[src/hdl/asks_pkg.sv]
// Shared types, constants and the keystream function of the alternating step
// keystream XOR unit. No dependencies.

package asks_pkg;

   localparam int DATA_W   = 8;
   localparam int LFSR_W   = 32;
   localparam int CSR_AW   = 4;
   localparam int CSR_DW   = 32;
   localparam int STEPS    = 8;

   localparam logic [LFSR_W-1:0] SEED_A_RESET = 32'h6132_3731;
   localparam logic [LFSR_W-1:0] SEED_B_RESET = 32'h3733_3037;
   localparam logic [LFSR_W-1:0] SEED_C_RESET = 32'h3238_6362;
   localparam logic [DATA_W-1:0] CRYPT_LENGTH_RESET = 8'd128;

   localparam logic [LFSR_W-1:0] POLY_A     = 32'hC000_0031;
   localparam logic [LFSR_W-1:0] FILL_B     = 32'hC000_0000;
   localparam logic [LFSR_W-1:0] POLY_B     = 32'h2000_0010;
   localparam logic [LFSR_W-1:0] MASK_B     = 32'h3FFF_FFFF;
   localparam logic [LFSR_W-1:0] FILL_C     = 32'hF000_0000;
   localparam logic [LFSR_W-1:0] POLY_C     = 32'h0800_0001;
   localparam logic [LFSR_W-1:0] MASK_C     = 32'h0FFF_FFFF;
   localparam logic [DATA_W-1:0] COUNT_MAX  = 8'd255;

   typedef enum logic [1:0] {
      REG_SEED_A       = 2'd0,
      REG_SEED_B       = 2'd1,
      REG_SEED_C       = 2'd2,
      REG_CRYPT_LENGTH = 2'd3
   } reg_index_type;

   typedef struct packed {
      logic [LFSR_W-1:0] seed_a;
      logic [LFSR_W-1:0] seed_b;
      logic [LFSR_W-1:0] seed_c;
      logic [DATA_W-1:0] crypt_length;
   } cfg_type;

   typedef struct packed {
      logic [LFSR_W-1:0] lfsr_a;
      logic [LFSR_W-1:0] lfsr_b;
      logic [LFSR_W-1:0] lfsr_c;
      logic [DATA_W-1:0] ks;
   } ks_result_type;

   // Runs the eight generator steps of one byte and returns the advanced
   // registers together with the keystream byte, first bit most significant.
   function automatic ks_result_type keystream(input logic [LFSR_W-1:0] a_in,
                                               input logic [LFSR_W-1:0] b_in,
                                               input logic [LFSR_W-1:0] c_in);
      logic [LFSR_W-1:0] a;
      logic [LFSR_W-1:0] b;
      logic [LFSR_W-1:0] c;
      logic              flag_b;
      logic              flag_c;
      logic              out_a;
      logic              out_b;
      logic              out_c;
      logic [DATA_W-1:0] ks;
      ks_result_type     res;
      a      = a_in;
      b      = b_in;
      c      = c_in;
      flag_b = 1'b1;
      flag_c = 1'b0;
      ks     = '0;
      for (int i = 0; i < STEPS; i++) begin
         out_a = a[0];
         a     = a >> 1;
         if (out_a) begin
            a      = a ^ POLY_A;
            out_b  = b[0];
            b      = b >> 1;
            b      = out_b ? ((b | FILL_B) ^ POLY_B) : (b & MASK_B);
            flag_b = out_b;
         end else begin
            out_c  = c[0];
            c      = c >> 1;
            c      = out_c ? ((c | FILL_C) ^ POLY_C) : (c & MASK_C);
            flag_c = out_c;
         end
         ks = {ks[DATA_W-2:0], flag_b ^ flag_c};
      end
      res.lfsr_a = a;
      res.lfsr_b = b;
      res.lfsr_c = c;
      res.ks     = ks;
      return res;
   endfunction

endpackage

[src/hdl/asks_if.sv]
// Valid/ready channel interfaces for the request and response items.
// Depends on asks_pkg.

interface asks_req_if;
   import asks_pkg::*;
   logic              valid;
   logic              ready;
   logic [DATA_W-1:0] data_byte;
   logic              first_of_file;
   modport source (output valid, data_byte, first_of_file, input ready);
   modport sink (input valid, data_byte, first_of_file, output ready);
endinterface

interface asks_rsp_if;
   import asks_pkg::*;
   logic              valid;
   logic              ready;
   logic [DATA_W-1:0] out_byte;
   logic              was_crypted;
   modport source (output valid, out_byte, was_crypted, input ready);
   modport sink (input valid, out_byte, was_crypted, output ready);
endinterface

[src/hdl/asks_csr.sv]
// APB-style register file holding the seeds and the crypt length.
// Depends on asks_pkg.

module asks_csr (
   input  logic                          clock,
   input  logic                          reset,
   input  logic                          csr_psel,
   input  logic                          csr_penable,
   input  logic                          csr_pwrite,
   input  logic [asks_pkg::CSR_AW-1:0]   csr_paddr,
   input  logic [asks_pkg::CSR_DW-1:0]   csr_pwdata,
   output logic [asks_pkg::CSR_DW-1:0]   csr_prdata,
   output logic                          csr_pready,
   output asks_pkg::cfg_type             cfg
);
   import asks_pkg::*;

   cfg_type       cfg_ff;
   cfg_type       cfg_in;
   reg_index_type idx;
   logic          wr_en;

   assign idx        = reg_index_type'(csr_paddr[CSR_AW-1:2]);
   assign wr_en      = csr_psel && csr_penable && csr_pwrite;
   assign csr_pready = 1'b1;
   assign cfg        = cfg_ff;

   always_comb begin
      cfg_in = cfg_ff;
      if (wr_en) begin
         unique case (idx)
            REG_SEED_A:       cfg_in.seed_a = csr_pwdata;
            REG_SEED_B:       cfg_in.seed_b = csr_pwdata;
            REG_SEED_C:       cfg_in.seed_c = csr_pwdata;
            REG_CRYPT_LENGTH: cfg_in.crypt_length = csr_pwdata[DATA_W-1:0];
            default:          cfg_in = cfg_ff;
         endcase
      end
   end

   always_comb begin
      unique case (idx)
         REG_SEED_A:       csr_prdata = cfg_ff.seed_a;
         REG_SEED_B:       csr_prdata = cfg_ff.seed_b;
         REG_SEED_C:       csr_prdata = cfg_ff.seed_c;
         REG_CRYPT_LENGTH: csr_prdata = {{(CSR_DW-DATA_W){1'b0}}, cfg_ff.crypt_length};
         default:          csr_prdata = '0;
      endcase
   end

   always_ff @(posedge clock) begin
      if (reset) begin
         cfg_ff.seed_a       <= SEED_A_RESET;
         cfg_ff.seed_b       <= SEED_B_RESET;
         cfg_ff.seed_c       <= SEED_C_RESET;
         cfg_ff.crypt_length <= CRYPT_LENGTH_RESET;
      end else begin
         cfg_ff <= cfg_in;
      end
   end

endmodule

[src/hdl/asks_core.sv]
// Input register, keystream generator state and result register of the
// keystream XOR unit. Depends on asks_pkg and the channel interfaces.

module asks_core (
   input  logic              clock,
   input  logic              reset,
   input  asks_pkg::cfg_type cfg,
   asks_req_if.sink          req_ch,
   asks_rsp_if.source        rsp_ch
);
   import asks_pkg::*;

   logic              in_valid_ff;
   logic [DATA_W-1:0] in_data_ff;
   logic              in_first_ff;

   logic [LFSR_W-1:0] lfsr_a_ff, lfsr_b_ff, lfsr_c_ff;
   logic [LFSR_W-1:0] lfsr_a_in, lfsr_b_in, lfsr_c_in;
   logic [DATA_W-1:0] count_ff, count_in;

   logic              out_valid_ff;
   logic [DATA_W-1:0] out_byte_ff, out_byte_in;
   logic              out_crypted_ff, out_crypted_in;

   logic              out_free;
   logic              advance;
   logic [LFSR_W-1:0] cur_a, cur_b, cur_c;
   logic [DATA_W-1:0] cur_count;
   logic              do_crypt;
   ks_result_type     ks_res;

   assign out_free     = !out_valid_ff || rsp_ch.ready;
   assign advance      = in_valid_ff && out_free;
   assign req_ch.ready = !in_valid_ff || out_free;

   assign rsp_ch.valid       = out_valid_ff;
   assign rsp_ch.out_byte    = out_byte_ff;
   assign rsp_ch.was_crypted = out_crypted_ff;

   always_comb begin
      cur_a     = in_first_ff ? cfg.seed_a : lfsr_a_ff;
      cur_b     = in_first_ff ? cfg.seed_b : lfsr_b_ff;
      cur_c     = in_first_ff ? cfg.seed_c : lfsr_c_ff;
      cur_count = in_first_ff ? '0 : count_ff;
      do_crypt  = cur_count < cfg.crypt_length;
      ks_res    = keystream(cur_a, cur_b, cur_c);

      lfsr_a_in      = do_crypt ? ks_res.lfsr_a : cur_a;
      lfsr_b_in      = do_crypt ? ks_res.lfsr_b : cur_b;
      lfsr_c_in      = do_crypt ? ks_res.lfsr_c : cur_c;
      count_in       = (cur_count == COUNT_MAX) ? cur_count : cur_count + 1'b1;
      out_byte_in    = do_crypt ? (in_data_ff ^ ks_res.ks) : in_data_ff;
      out_crypted_in = do_crypt;
   end

   always_ff @(posedge clock) begin
      if (reset) begin
         in_valid_ff  <= 1'b0;
         out_valid_ff <= 1'b0;
         lfsr_a_ff    <= SEED_A_RESET;
         lfsr_b_ff    <= SEED_B_RESET;
         lfsr_c_ff    <= SEED_C_RESET;
         count_ff     <= '0;
      end else begin
         if (req_ch.ready) begin
            in_valid_ff <= req_ch.valid;
         end
         if (out_free) begin
            out_valid_ff <= in_valid_ff;
         end
         if (advance) begin
            lfsr_a_ff <= lfsr_a_in;
            lfsr_b_ff <= lfsr_b_in;
            lfsr_c_ff <= lfsr_c_in;
            count_ff  <= count_in;
         end
      end
   end

   always_ff @(posedge clock) begin
      if (req_ch.valid && req_ch.ready) begin
         in_data_ff  <= req_ch.data_byte;
         in_first_ff <= req_ch.first_of_file;
      end
      if (advance) begin
         out_byte_ff    <= out_byte_in;
         out_crypted_ff <= out_crypted_in;
      end
   end

endmodule

[src/hdl/alternating_step_keystream_xor_unit.sv]
// Top level of the alternating step keystream XOR unit.
// Depends on asks_pkg, the channel interfaces, asks_csr and asks_core.

// Usage:
// Each request item carries one data byte and a first-of-file flag; each
// produces exactly one response item with the output byte and a flag that
// tells whether keystream was applied. A first-of-file item reloads the three
// generator registers from the seed registers and restarts the byte count.
// Only the first crypt_length bytes of a file are XORed; later bytes pass
// through unchanged and leave the generator as it is.
// A request item accepted into the input register is registered again in the
// response register before it is shown as a response item.
// Throughput is one item per cycle while the receiver does not stall: the
// eight generator steps of a byte are evaluated in the single logic stage
// between the input register and the response register.
// When the receiver stalls, the response register holds its item and the
// input register can still take one more item before the request side stalls.
// Reset empties both registers, restores the register file to its default
// seeds and crypt length, and loads the generator with the default seeds.
// Seed and length registers must be written by the user over the APB-style
// port while idle, which the block does not enforce; seed writes take effect at the next first-of-file item.

module alternating_step_keystream_xor_unit (
   input  logic                        clock,
   input  logic                        reset,
   asks_req_if.sink                    req_ch,
   asks_rsp_if.source                  rsp_ch,
   input  logic                        csr_psel,
   input  logic                        csr_penable,
   input  logic                        csr_pwrite,
   input  logic [asks_pkg::CSR_AW-1:0] csr_paddr,
   input  logic [asks_pkg::CSR_DW-1:0] csr_pwdata,
   output logic [asks_pkg::CSR_DW-1:0] csr_prdata,
   output logic                        csr_pready
);
   import asks_pkg::*;

   cfg_type cfg;

   asks_csr u_csr (
      .clock       (clock),
      .reset       (reset),
      .csr_psel    (csr_psel),
      .csr_penable (csr_penable),
      .csr_pwrite  (csr_pwrite),
      .csr_paddr   (csr_paddr),
      .csr_pwdata  (csr_pwdata),
      .csr_prdata  (csr_prdata),
      .csr_pready  (csr_pready),
      .cfg         (cfg)
   );

   asks_core u_core (
      .clock  (clock),
      .reset  (reset),
      .cfg    (cfg),
      .req_ch (req_ch),
      .rsp_ch (rsp_ch)
   );

endmodule

[src/flat_wrapper.sv]
// flat-port wrapper written by rule: the top's interface ports become plain ports
module alternating_step_keystream_xor_unit_flat import asks_pkg::*;
  (clock, reset, csr_psel, csr_penable, csr_pwrite, csr_paddr, csr_pwdata, csr_prdata, csr_pready, req_ch_valid, req_ch_data_byte, req_ch_first_of_file, req_ch_ready, rsp_ch_valid, rsp_ch_out_byte, rsp_ch_was_crypted, rsp_ch_ready);
  asks_req_if req_ch_i ();
  asks_rsp_if rsp_ch_i ();
  input  logic clock;
  input  logic reset;
  input  logic csr_psel;
  input  logic csr_penable;
  input  logic csr_pwrite;
  input  logic [asks_pkg::CSR_AW-1:0] csr_paddr;
  input  logic [asks_pkg::CSR_DW-1:0] csr_pwdata;
  output logic [asks_pkg::CSR_DW-1:0] csr_prdata;
  output logic csr_pready;
  input wire logic [$bits(req_ch_i.valid)-1:0] req_ch_valid;
  input wire logic [$bits(req_ch_i.data_byte)-1:0] req_ch_data_byte;
  input wire logic [$bits(req_ch_i.first_of_file)-1:0] req_ch_first_of_file;
  output wire logic [$bits(req_ch_i.ready)-1:0] req_ch_ready;
  output wire logic [$bits(rsp_ch_i.valid)-1:0] rsp_ch_valid;
  output wire logic [$bits(rsp_ch_i.out_byte)-1:0] rsp_ch_out_byte;
  output wire logic [$bits(rsp_ch_i.was_crypted)-1:0] rsp_ch_was_crypted;
  input wire logic [$bits(rsp_ch_i.ready)-1:0] rsp_ch_ready;
  assign req_ch_i.valid = req_ch_valid;
  assign req_ch_i.data_byte = req_ch_data_byte;
  assign req_ch_i.first_of_file = req_ch_first_of_file;
  assign req_ch_ready = req_ch_i.ready;
  assign rsp_ch_valid = rsp_ch_i.valid;
  assign rsp_ch_out_byte = rsp_ch_i.out_byte;
  assign rsp_ch_was_crypted = rsp_ch_i.was_crypted;
  assign rsp_ch_i.ready = rsp_ch_ready;
  alternating_step_keystream_xor_unit u_core (.clock(clock), .reset(reset), .req_ch(req_ch_i), .rsp_ch(rsp_ch_i), .csr_psel(csr_psel), .csr_penable(csr_penable), .csr_pwrite(csr_pwrite), .csr_paddr(csr_paddr), .csr_pwdata(csr_pwdata), .csr_prdata(csr_prdata), .csr_pready(csr_pready));
endmodule
[config.mk]
export PLATFORM = sky130hd
export DESIGN_NAME = alternating_step_keystream_xor_unit_flat
export DESIGN_NICKNAME = d
export VERILOG_FILES = /design/src/hdl/asks_pkg.sv /design/src/hdl/asks_if.sv /design/src/hdl/asks_csr.sv /design/src/hdl/asks_core.sv /design/src/hdl/alternating_step_keystream_xor_unit.sv /design/src/flat_wrapper.sv
export SDC_FILE = /design/constraint.sdc
export NUM_CORES = 1
export LEC_CHECK = 0
export BUFFER_PORTS_ARGS = -buffer_cell sky130_fd_sc_hd__buf_2
export CAP_MARGIN = 15
export CORE_ASPECT_RATIO = 0.6
export CORE_MARGIN = 1
export CORE_UTILIZATION = 50
export CTS_CLUSTER_DIAMETER = 100
export CTS_CLUSTER_SIZE = 24
export DETAILED_ROUTE_END_ITERATION = 8
export HOLD_SLACK_MARGIN = 0.15
export MAX_ROUTING_LAYER = met4
export PLACE_DENSITY = 0.67
export SKIP_CTS_REPAIR_TIMING = 1
export SYNTH_ARGS = -nofsm -noshare
export SYNTH_HDL_FRONTEND = slang
export SYNTH_SLANG_ARGS = --single-unit
[constraint.sdc]
create_clock -name clock -period 5.87 [get_ports clock]
set_clock_uncertainty 0.1 [all_clocks]
set_input_delay 1.174 -clock clock [delete_from_list [all_inputs] [get_ports clock]]
set_output_delay 1.174 -clock clock [all_outputs]
set_load 0.02 [all_outputs]
* Word level (Yosys, flattened, before mapping)
Cells that the tools add are included.
** Word-level totals
- Register bits :: 228
- Output and inout port bits :: 44
- Bits of input ports :: 52
- Word-level logic and storage cells :: 132
** Operators by class
- Eq/ne operators :: 4
- Magnitude comparators :: 1
- Add/sub/neg operators :: 1
- Reduce and logical (&&, ||, !) cells :: 13
- Mux-type cells :: 66
- Bitwise operators :: 33
** Operator list (number)
- 32-bit 2-to-1 mux :: 46
- 32-bit one-hot mux with 4 select lines :: 1
- 4-bit NOT with 5-bit output :: 8
- 2-bit NOT :: 16
- 8-bit 2-to-1 mux :: 3
- 1-bit 2-to-1 mux :: 16
- 8-bit by 1-bit adder with 8-bit output, second input constant :: 1
- 8-bit equality test, second input constant :: 1
- 8-bit < comparator :: 1
- 2-bit AND reduction :: 4
- 1-bit bitwise XOR :: 8
- 8-bit bitwise XOR :: 1
- 2-bit equality test, second input constant :: 2
- 1-bit logical AND :: 4
- 2-bit by 1-bit equality test with 1-bit output, second input constant :: 1
- 1-bit zero test :: 2
- 2-bit zero test :: 1
- 1-bit logical OR :: 2

* Longest topological paths before layout
Gate-level depths: netlist of run 1.
- Depth after elaboration :: 26
- Depth in mapped cells :: 25
- Gate-level depth less buffers :: 14

* Hierarchy
Synthesis of run 1 repeated with hierarchy kept, for this count alone.
** Second synthesis, totals
- Cells, all modules :: 2280
- Area, all modules :: 18101.1 sq um
** Modules (own cells, without submodules)
- asks_core :: area each 13152.6 sq um, cells each 1783, times used 1, sequential area each 2582.5 sq um
- asks_csr :: area each 4948.5 sq um, cells each 497, times used 1, sequential area each 2082.0 sq um

* Worst setup path before layout of run 1
Ideal clock, no wire load.
- Path kind :: register to register
- From :: register u_core.u_core.in_first_ff
- To :: register u_core.u_core.out_byte_ff[0], in the netlist u_core.u_core.rsp_ch.out_byte[0], data pin
- Arrival time :: 5.007 ns
- Path buffers :: 11
- Cell stages (with the launch flop) :: 24
- Data required time :: 5.512 ns
- Setup time :: 0.258 ns
- Setup slack :: 0.505 ns
- Period minus slack after synthesis :: 5.365 ns
- Cell sequence :: edfxtp_1 > buf_4 > buf_6 > buf_4 > buf_2 > buf_2 > buf_1 > clkbuf_1 > clkbuf_1 > nor2b_1 > ha_1 > o21a_1 > o21a_1 > o21a_1 > o21a_1 > o21ai_0 > a21oi_1 > or2_2 > clkbuf_1 > inv_2 > clkbuf_1 > clkbuf_1 > o211ai_2 > xnor2_1
** Between the ends
- Longest elaborated chain between the ends :: 20
- Elaborated cells on any way between the ends :: 76
- Those cells by class :: 1 x order compare; 56 x mux; 19 x bitwise
** Ends and longest elaborated chain
- start, declared :: RTL line asks_core.sv:15 : logic in_first_ff;
- start signal, assigned :: RTL line asks_core.sv:83 : in_first_ff <= req_ch.first_of_file;
- 32-bit 2-to-1 mux (on tied branches) :: RTL line asks_core.sv:42, asks_core.sv:43
- 32-bit 2-to-1 mux, or another cell as far along :: RTL line asks_pkg.sv:75 : b = out_b ? ((b | FILL_B) ^ POLY_B) : (b & MASK_B);
- 32-bit 2-to-1 mux (on tied branches) :: RTL line asks_pkg.sv:71, asks_pkg.sv:80
- 32-bit 2-to-1 mux, or another cell as far along :: RTL line asks_pkg.sv:75
- 32-bit 2-to-1 mux (on tied branches) :: RTL line asks_pkg.sv:71, asks_pkg.sv:80
- 2-bit NOT (no source line), or another cell as far along
- 32-bit 2-to-1 mux (on tied branches) :: RTL line asks_pkg.sv:75, asks_pkg.sv:71, asks_pkg.sv:80
- 32-bit 2-to-1 mux, or another cell as far along :: RTL line asks_pkg.sv:71 : if (out_a) begin
- [5 not listed]
- 32-bit 2-to-1 mux or 2-bit NOT (tied branches)
- 32-bit 2-to-1 mux (on tied branches) :: RTL line asks_pkg.sv:75, asks_pkg.sv:80
- 32-bit 2-to-1 mux :: RTL line asks_pkg.sv:71
- 1-bit 2-to-1 mux :: RTL line asks_pkg.sv:71
- 1-bit bitwise XOR :: RTL line asks_pkg.sv:83 : ks = {ks[DATA_W-2:0], flag_b ^ flag_c};
- 8-bit bitwise XOR :: RTL line asks_core.sv:52 : out_byte_in = do_crypt ? (in_data_ff ^ ks_res.ks) : in_data_ff;
- 8-bit 2-to-1 mux (*) :: RTL line asks_core.sv:52
- named net u_core.u_core.out_byte_in[0] :: RTL line asks_core.sv:22 : logic [DATA_W-1:0] out_byte_ff, out_byte_in;
- end signal, assigned :: RTL line asks_core.sv:86 : out_byte_ff <= out_byte_in;
- end, declared :: RTL line asks_core.sv:22
Mark *: on every way through the listed nets, which the timed path passes. The rest lies on a longest branch.
A chain may end at the register's enable or synchronous reset.

* Worst setup path in the final report of run 1
- From :: register u_core.u_core.in_first_ff
- To :: register u_core.u_core.lfsr_c_ff[26]
** Between the ends
- Longest elaborated chain between the ends :: 20
- Elaborated cells on any way between the ends :: 42
- Those cells by class :: 1 x order compare; 27 x mux; 14 x bitwise
** Ends and longest elaborated chain
- 32-bit 2-to-1 mux :: RTL line asks_core.sv:43 : cur_c = in_first_ff ? cfg.seed_c : lfsr_c_ff;
- 32-bit 2-to-1 mux or 2-bit NOT (tied branches)
- 32-bit 2-to-1 mux (on tied branches) :: RTL line asks_pkg.sv:71, asks_pkg.sv:80
- 32-bit 2-to-1 mux, or another cell as far along :: RTL line asks_pkg.sv:80 : c = out_c ? ((c | FILL_C) ^ POLY_C) : (c & MASK_C);
- 32-bit 2-to-1 mux (on tied branches) :: RTL line asks_pkg.sv:71, asks_pkg.sv:80
- 32-bit 2-to-1 mux, or another cell as far along :: RTL line asks_pkg.sv:80
- 32-bit 2-to-1 mux (on tied branches) :: RTL line asks_pkg.sv:71, asks_pkg.sv:80
- 32-bit 2-to-1 mux, or another cell as far along :: RTL line asks_pkg.sv:80
- [4 not listed]
- 32-bit 2-to-1 mux :: RTL line asks_pkg.sv:80
- 32-bit 2-to-1 mux :: RTL line asks_pkg.sv:71
- 2-bit NOT (no source line)
- 32-bit 2-to-1 mux :: RTL line asks_pkg.sv:80
- 32-bit 2-to-1 mux :: RTL line asks_pkg.sv:71
- 32-bit 2-to-1 mux :: RTL line asks_pkg.sv:80
- 32-bit 2-to-1 mux :: RTL line asks_pkg.sv:71
- 32-bit 2-to-1 mux (*) :: RTL line asks_core.sv:50 : lfsr_c_in = do_crypt ? ks_res.lfsr_c : cur_c;
- end signal, assigned :: RTL line asks_core.sv:74 : lfsr_c_ff <= lfsr_c_in;
- end, declared :: RTL line asks_core.sv:17 : logic [LFSR_W-1:0] lfsr_a_ff, lfsr_b_ff, lfsr_c_ff;
Mark *: on every way between the ends. The rest lies on a longest branch, timed or not.

==> qor.txt, run 1 <==
fillcell total -> 3379
Starting Density -> 51.0%
Final #Nets -> 2343
PD cells -> 333 nW/um2
cts bufs inserted -> 13
yosys warns -> 0
Mapped Cells -> 2310
Max-slew headroom -> 15.4%
Clock Pin Slew Worst Setup and Hold Paths -> 0.11 ns
max incr delay on CP -> 0.83 ns
Via density -> 6.73
largest net degree at the start of global routing -> 130
Worst R2R Path Depth -> 13
crit start category -> register
core area -> 35100 um2
TNS Setup -> 0 ns
Sink Count -> 224
biggest area consumer among synthesized cells -> dfxtp_1
H-tree Lvls -> 1
P&R area growth vs syn -> 6.73%
Die Ht -> 148 um
FFs w/ async S/R, synth -> 0%
hold crit path type -> reg2reg
Clk pwr share -> 15.5%
Final Setup Violations -> 0
DR pass1 iterations -> 6
largest cells by area after synthesis -> dfxtp_1, mux2i_1, nand2_1, a21oi_1, nor2_1
GRT Util Overall -> 39.0%
Worst Setup End Kind -> register
required time worst endpoint -> 6.18 ns
Pint -> 3.39 mW
Worst path slowest cell -> mux2_2
RSZ-0062 raised after global routing -> no
global-route wire length before repair -> 106 mm
Root Driver -> clkbuf_16
CP top delay family -> multiplexers
max-cap violation count -> 0
Clock Tree Buf Depth -> 3
Iteration-0 DRC Markers -> 2792
initial antenna violation count -> 1
Post-Syn Area -> 17900 um2
crit path max fanout -> 129
CP arrival -> 5.51 ns
most frequent CP cell -> o21ai_0
distinct cell type count of the synthesized netlist -> 78
Final Hold Viols -> 0
Worst Hold Path Cells -> 2
maximum vdd ir drop -> 193 uV
Post-DP HPWL -> 49.5 mm
share of cells above drive strength 1 -> 12.3%
switching share of power -> 46.6%
Wirelength per Cell -> 25.5 um
Seq/Total Area, Yosys -> 26.1%
worst r2r src -> u_core.u_core.in_first_ff
Least-Margin Pin Slew -> 1.24 ns
Achievable Freq -> 192 MHz
gpl congestion -> 1.02
CTS tree -> done
Leakage -> 7.60 nW
Clock Latency Late Sink -> 0.52 ns
drt drc -> 0
Logic pwr share -> 56.7%
Rows -> 53
Synth top cells by count -> nand2_1, mux2i_1, dfxtp_1
min cycle time layout -> 5.20 ns
Seq pwr share -> 27.8%
kind of critical path -> reg2reg
HP Start -> u_core.u_csr.cfg[38]
leading register cell type out of synthesis -> dfxtp_1
fin worst setup slack -> 0.666 ns
Synth Net Count -> 2370
I/O pin total -> 96
die area -> 36500 um2
number of synthesized flops with an enable pin -> 18
flops & latches, synth -> 224
GR Overflow Total -> 0
Post-Route WL -> 70.2 mm
status -> finished clean
Tcrit/Tclk final -> 88.7%
Worst Path Buf+Inv -> 1
CP cell instances -> buf_12, mux2_2, mux4_2, mux2i_1, nor2_1, o21ai_0, xnor2_1, o21ai_0, nor2_1, a21oi_1, nand4_1, o21ai_0, a311oi_1
diode count -> 0
Place WS -> 0.865 ns
number of global-route vias before repair -> 16500
switching pwr -> 2.96 mW
Final ANT Viol Nets -> 0
most frequent cell after synthesis -> nand2_1
Avg Inst Size Synth -> 7.74 um2
Die Wd -> 246 um
via count -> 18500
RR Endpoint -> u_core.u_core.lfsr_c_ff[26]
Max Slew Vio Count -> 0
R2R setup slack -> 0.67 ns
port bufs -> 92
Hold EP -> u_core.u_csr.cfg[38]
Synth top area share -> 23.1%
## cell type report
cell class              instances  area (um2)  area share (%)
flip-flops and latches        224        4660            24.5
multi-input cells            1876       12500            65.4
clock buffers                  15         333            1.74
clock inverters                 3        21.3           0.112
repair buffers                153         946            4.96
well taps                     467         584            3.06
inverters                      15        56.3           0.295
## power by group through the flow
| stage | sequential (mW) | clock, mW | combinational (mW) |
|---|---|---|---|
| floorplan | 1.78 | 0 | 2.51 |
| detailed placement | 1.79 | 0 | 3.45 |
| global placement | 1.79 | 0 | 3.41 |
| finish | 1.76 | 0.983 | 3.60 |
| CTS | 1.76 | 0.986 | 3.47 |
| global route | 1.77 | 1.04 | 3.83 |
## flip-flops by register name, indices dropped and copies added (netlist names)
register / count
u_core.u_core.count_ff: 8
u_core.u_core.in_data_ff: 8
u_core.u_core.in_first_ff: 1
u_core.u_core.in_valid_ff: 1
u_core.u_core.lfsr_a_ff: 32
u_core.u_core.lfsr_b_ff: 31
u_core.u_core.lfsr_c_ff: 29
u_core.u_core.rsp_ch.out_byte: 8
u_core.u_core.rsp_ch.valid: 1
u_core.u_core.rsp_ch.was_crypted: 1
u_core.u_csr.cfg: 104
## per-layer routing
| layer | global-route usage [%] | vias to the layer above | part of all wire [%] |
|---|---|---|---|
| met1 | 57.5 | 8914 | 44 |
| met4 | 9.47 | 0 | 2.4 |
| met3 | 8.91 | 119 | 13 |
| met5 | - | - | 0 |
| met2 | 52.5 | 1188 | 40 |
| li1 | - | 8314 | - |
## logic make-up after synthesis
| group | Yosys count | synth area share [%] |
|---|---|---|
| AOI/OAI and AO/OA | 591 | 21.2 |
| muxes | 394 | 24.2 |
| adders and majority gates | 8 | 0.560 |
| buffers and inverters | 210 | 4.89 |
| other | 1 | 0.0210 |
| and+or+nand+nor | 802 | 18.6 |
| xor gates and xnor gates | 80 | 4.47 |
| DFF | 224 | 26.1 |
## cells in the final DEF, fill, tap and decap left out, types with 11 or more instances in the layout
cell type	instances
mux4_2	21
buf_4	60
a21oi_1	177
mux2i_1	313
buf_2	91
o211ai_1	28
xor2_1	28
nor3_1	38
a22oi_1	19
clkbuf_16	13
a22o_1	13
xnor2_1	39
a211oi_1	27
a221oi_1	25
inv_1	11
nor2b_1	17
nand3_1	80
o221ai_1	11
nor2_1	184
nand2_1	436
edfxtp_1	18
o22ai_1	27
a31oi_1	31
o21ai_0	128
o21a_1	12
dfxtp_1	206
mux2_2	49
## worst reg2reg max path, cell delays in order, from the launching register on
cell      delay [ns]
edfxtp_1        0.43
buf_12          0.49
mux2_2          0.99
mux4_2          0.40
mux2i_1         0.80
nor2_1          0.07
o21ai_0         0.22
xnor2_1         0.51
o21ai_0         0.35
nor2_1          0.16
a21oi_1         0.05
nand4_1         0.10
o21ai_0         0.18
a311oi_1        0.26
## metrics by stage
stage	instances	total power, mW	util [%]	area, um2	hold WS (ns)
6_report	2753	6.35	54.4	19100	0.361
5_1_grt	2753	6.64	54.4	19100	0.387
4_1_cts	2753	6.22	54.4	19100	0.361
3_5_place_dp	2735	5.24	53.4	18700	0.347
3_3_place_gp	2735	5.20	53.4	18700	0.339
2_1_floorplan	2310	4.29	-	17900	0.321
## worst max path at each step
stage                                   start                                to  slack (ns)  depth (start not counted)
finish              u_core.u_core.in_first_ff       u_core.u_core.lfsr_c_ff[26]        0.67                         13
global route             u_core.u_csr.cfg[72]  u_core.u_core.rsp_ch.out_byte[0]        0.58                         12
CTS                      u_core.u_csr.cfg[72]  u_core.u_core.rsp_ch.out_byte[0]        0.81                         12
detailed placement       u_core.u_csr.cfg[72]  u_core.u_core.rsp_ch.out_byte[0]        0.86                         12
global placement         u_core.u_csr.cfg[72]  u_core.u_core.rsp_ch.out_byte[0]        0.93                         12
floorplan           u_core.u_core.in_first_ff  u_core.u_core.rsp_ch.out_byte[0]        0.51                         23
Note: power is estimated with default switching activity, not from simulation.
==> run 2, diff against run 1 <==
--- a/config.mk
+++ b/config.mk
@@ -12,2 +12,3 @@
 export CORE_UTILIZATION = 50
+export CTS_BUF_LIST = sky130_fd_sc_hd__clkbuf_4
 export CTS_CLUSTER_DIAMETER = 100
==> constraint.sdc (replaced) <==
create_clock -name clock -period 5.87 [get_ports clock]
set_clock_uncertainty 0.1 [all_clocks]
set_input_delay 0.587 -clock clock [delete_from_list [all_inputs] [get_ports clock]]
set_output_delay 0.587 -clock clock [all_outputs]
set_load 0.02 [all_outputs]
==> run 2 against run 1 <==
Effect of this change: global-route usage is 0.25 points lower; critical endpoint is now u_core.u_core.lfsr_c_ff[28]; critical path depth is 3 lower; cell count is 1.8% higher.
==> qor.txt, run 2 (synthesis results as in run 1) <==
Rows -> 53 (unchanged)
drt drc -> 0 (unchanged)
number of global-route vias before repair -> 16300 (-1.4%)
P&R area growth vs syn -> 8.24%
largest net degree at the start of global routing -> 95 (-27%)
CTS tree -> done
hold crit path type -> in2reg
port bufs -> 92 (unchanged)
Seq pwr share -> 28.9% (+1.1 points)
Die Wd -> 246 um (unchanged)
maximum vdd ir drop -> 154 uV (-20%)
Final Hold Slack -> 0.270 ns (-0.0904 ns)
most frequent cells in the layout -> nand2_1, mux2i_1, dfxtp_1
Clock Pin Slew Worst Setup and Hold Paths -> 0.25 ns (+0.14 ns)
most common cell after layout, fill and taps aside -> nand2_1
Post-Route WL -> 70.6 mm (+0.50%)
Pint -> 3.17 mW (-6.4%)
Final Setup Violations -> 0 (unchanged)
routing usage on met1 -> 58.2% (+0.69 points)
Post-DP HPWL -> 50.4 mm (+1.9%)
Root Driver -> clkbuf_4
TNS Setup -> 0 ns (unchanged)
Wirelength per Cell -> 25.2 um (-1.3%)
Worst R2R Path Depth -> 10 (-3)
H-tree Lvls -> 1 (unchanged)
Multi-input gate area -> 12500 um2 (about the same)
required time worst endpoint -> 6.39 ns (+0.21 ns)
fillcell total -> 3326 (-1.6%)
I/O pin total -> 96 (unchanged)
Iteration-0 DRC Markers -> 2392 (-14%)
max reg flops -> 104 (unchanged)
core area -> 35100 um2 (unchanged)
global-route wire length before repair -> 105 mm (-0.69%)
R2R setup slack -> 0.74 ns (+0.07 ns)
M3 GR Usage -> 7.02% (-1.9 points)
PD cells -> 316 nW/um2 (-5.1%)
status -> finished clean
Pwr Total -> 6.11 mW (-3.7%)
Sink Count -> 224 (unchanged)
gpl congestion -> 1.01 (-0.95%)
Most Crowded Layer GR -> met1
die area -> 36500 um2 (unchanged)
Least-Margin Pin Slew -> 1.21 ns (-0.0254 ns)
Starting Density -> 51.0% (unchanged)
Achievable Freq -> 195 MHz (+1.4%)
kind of critical path -> reg2reg
Worst Setup End Kind -> register
Clock Tree Buf Depth -> 3 (unchanged)
GR Overflow Total -> 0 (unchanged)
initial antenna violation count -> 2 (+1)
Logic pwr share -> 59.6% (+2.9 points)
Critical Path End -> u_core.u_core.lfsr_c_ff[28]
worst r2r src -> u_core.u_csr.cfg[72]
Clk pwr share -> 11.5% (-4.0 points)
crit path max fanout -> 20 (-84%)
Via density -> 6.63 (-1.6%)
min cycle time layout -> 5.13 ns (-0.0702 ns)
RSZ-0062 raised after global routing -> no
Clock Latency Late Sink -> 0.77 ns (+0.25 ns)
RR Endpoint -> u_core.u_core.lfsr_c_ff[28]
Die Ht -> 148 um (unchanged)
Leakage -> 7.72 nW (+1.6%)
FF/Latch Area -> 4660 um2 (unchanged)
Max-slew headroom -> 19.3% (+3.8 points)
switching pwr -> 2.94 mW (-0.60%)
Max Slew Vio Count -> 0 (unchanged)
Final ANT Viol Nets -> 0 (unchanged)
crit start category -> register
max-cap violation count -> 0 (unchanged)
CP arrival -> 5.65 ns (+0.14 ns)
cts bufs inserted -> 13 (unchanged)
via count -> 18600 (+0.18%)
Tcrit/Tclk final -> 87.5% (-1.2 points)
GRT met2 Usage -> 53.0% (+0.49 points)
switching share of power -> 48.1% (+1.5 points)
Setup crit start -> u_core.u_csr.cfg[72]
Final #Nets -> 2391 (+2.0%)
DR pass1 iterations -> 6 (unchanged)
Final Hold Viols -> 0 (unchanged)
GRT Util Overall -> 38.7% (-0.25 points)
share of cells above drive strength 1 -> 12.3% (-0.072 points)
==> run 2: cell types whose count changed in the layout (fill, tap and decap cells not counted), moves of 2 or more <==
cell / change
diode_2: +3
buf_4: +5
dlygate4sd3_1: +43
clkbuf_16: -13
clkbuf_1: -2
clkbuf_4: +14
==> run 2: cell type report <==
type / instances / share of cell area [%]
inverter: 15 / 0.291
clock buffer: 14 / 0.543
sequential: 224 / 24.1
tap: 467 / 3.02
clock inverter: 2 / 0.239
antenna: 3 / 0.0388
timing repair buffer: 201 / 7.31
multi-input combinational: 1876 / 64.4
==> run 2: power groups by stage <==
stage          combinational (mW)  sequential (mW)  clock [mW]
2_1_floorplan                2.51             1.78           0
3_3_place_gp                 3.46             1.79           0
3_5_place_dp                 3.49             1.79           0
4_1_cts                      3.50             1.76       0.698
5_1_grt                      3.87             1.78       0.740
6_report                     3.64             1.76       0.701
==> run 2: worst min-delay path by stage <==
stage | cells past startpoint | slack, ns | to | startpoint
2_1_floorplan | 2 | 0.32 | u_core.u_core.lfsr_c_ff[15] | u_core.u_core.lfsr_c_ff[15]
6_report | 2 | 0.27 | u_core.u_core.lfsr_a_ff[26] | reset
3_3_place_gp | 2 | 0.34 | u_core.u_core.lfsr_c_ff[15] | u_core.u_core.lfsr_c_ff[15]
5_1_grt | 2 | 0.28 | u_core.u_core.lfsr_b_ff[10] | reset
4_1_cts | 1 | -0.15 | u_core.u_core.in_data_ff[4] | req_ch_data_byte[4]
3_5_place_dp | 2 | 0.35 | u_core.u_core.lfsr_a_ff[22] | u_core.u_core.lfsr_a_ff[22]
==> run 2: metrics by stage <==
stage,setup WS (ns),util [%],instance area (um2),std cells
2_1_floorplan,0.505,-,17900,2310
3_3_place_gp,1.02,53.5,18800,2740
3_5_place_dp,0.947,53.5,18800,2740
4_1_cts,0.899,53.9,18900,2756
5_1_grt,0.645,55.1,19300,2801
6_report,0.736,55.1,19300,2802
==> run 2: worst max-delay path, stage by stage, from the launching register on <==
cell      delay (ns)
dfxtp_1         0.67
xnor3_1         0.57
mux2_8          0.42
xnor3_2         0.85
xnor2_2         0.15
nand2_1         0.14
and2_1          0.95
buf_4           0.32
a221oi_1        0.06
a211oi_1        0.59
o21ai_0         0.17
==> run 2: metal layers <==
layer | part of all wire (%) | up-vias
met2 | 41 | 1134
met3 | 12 | 93
met5 | 0 | -
li1 | - | 8398
met1 | 45 | 8944
met4 | 2.2 | 0
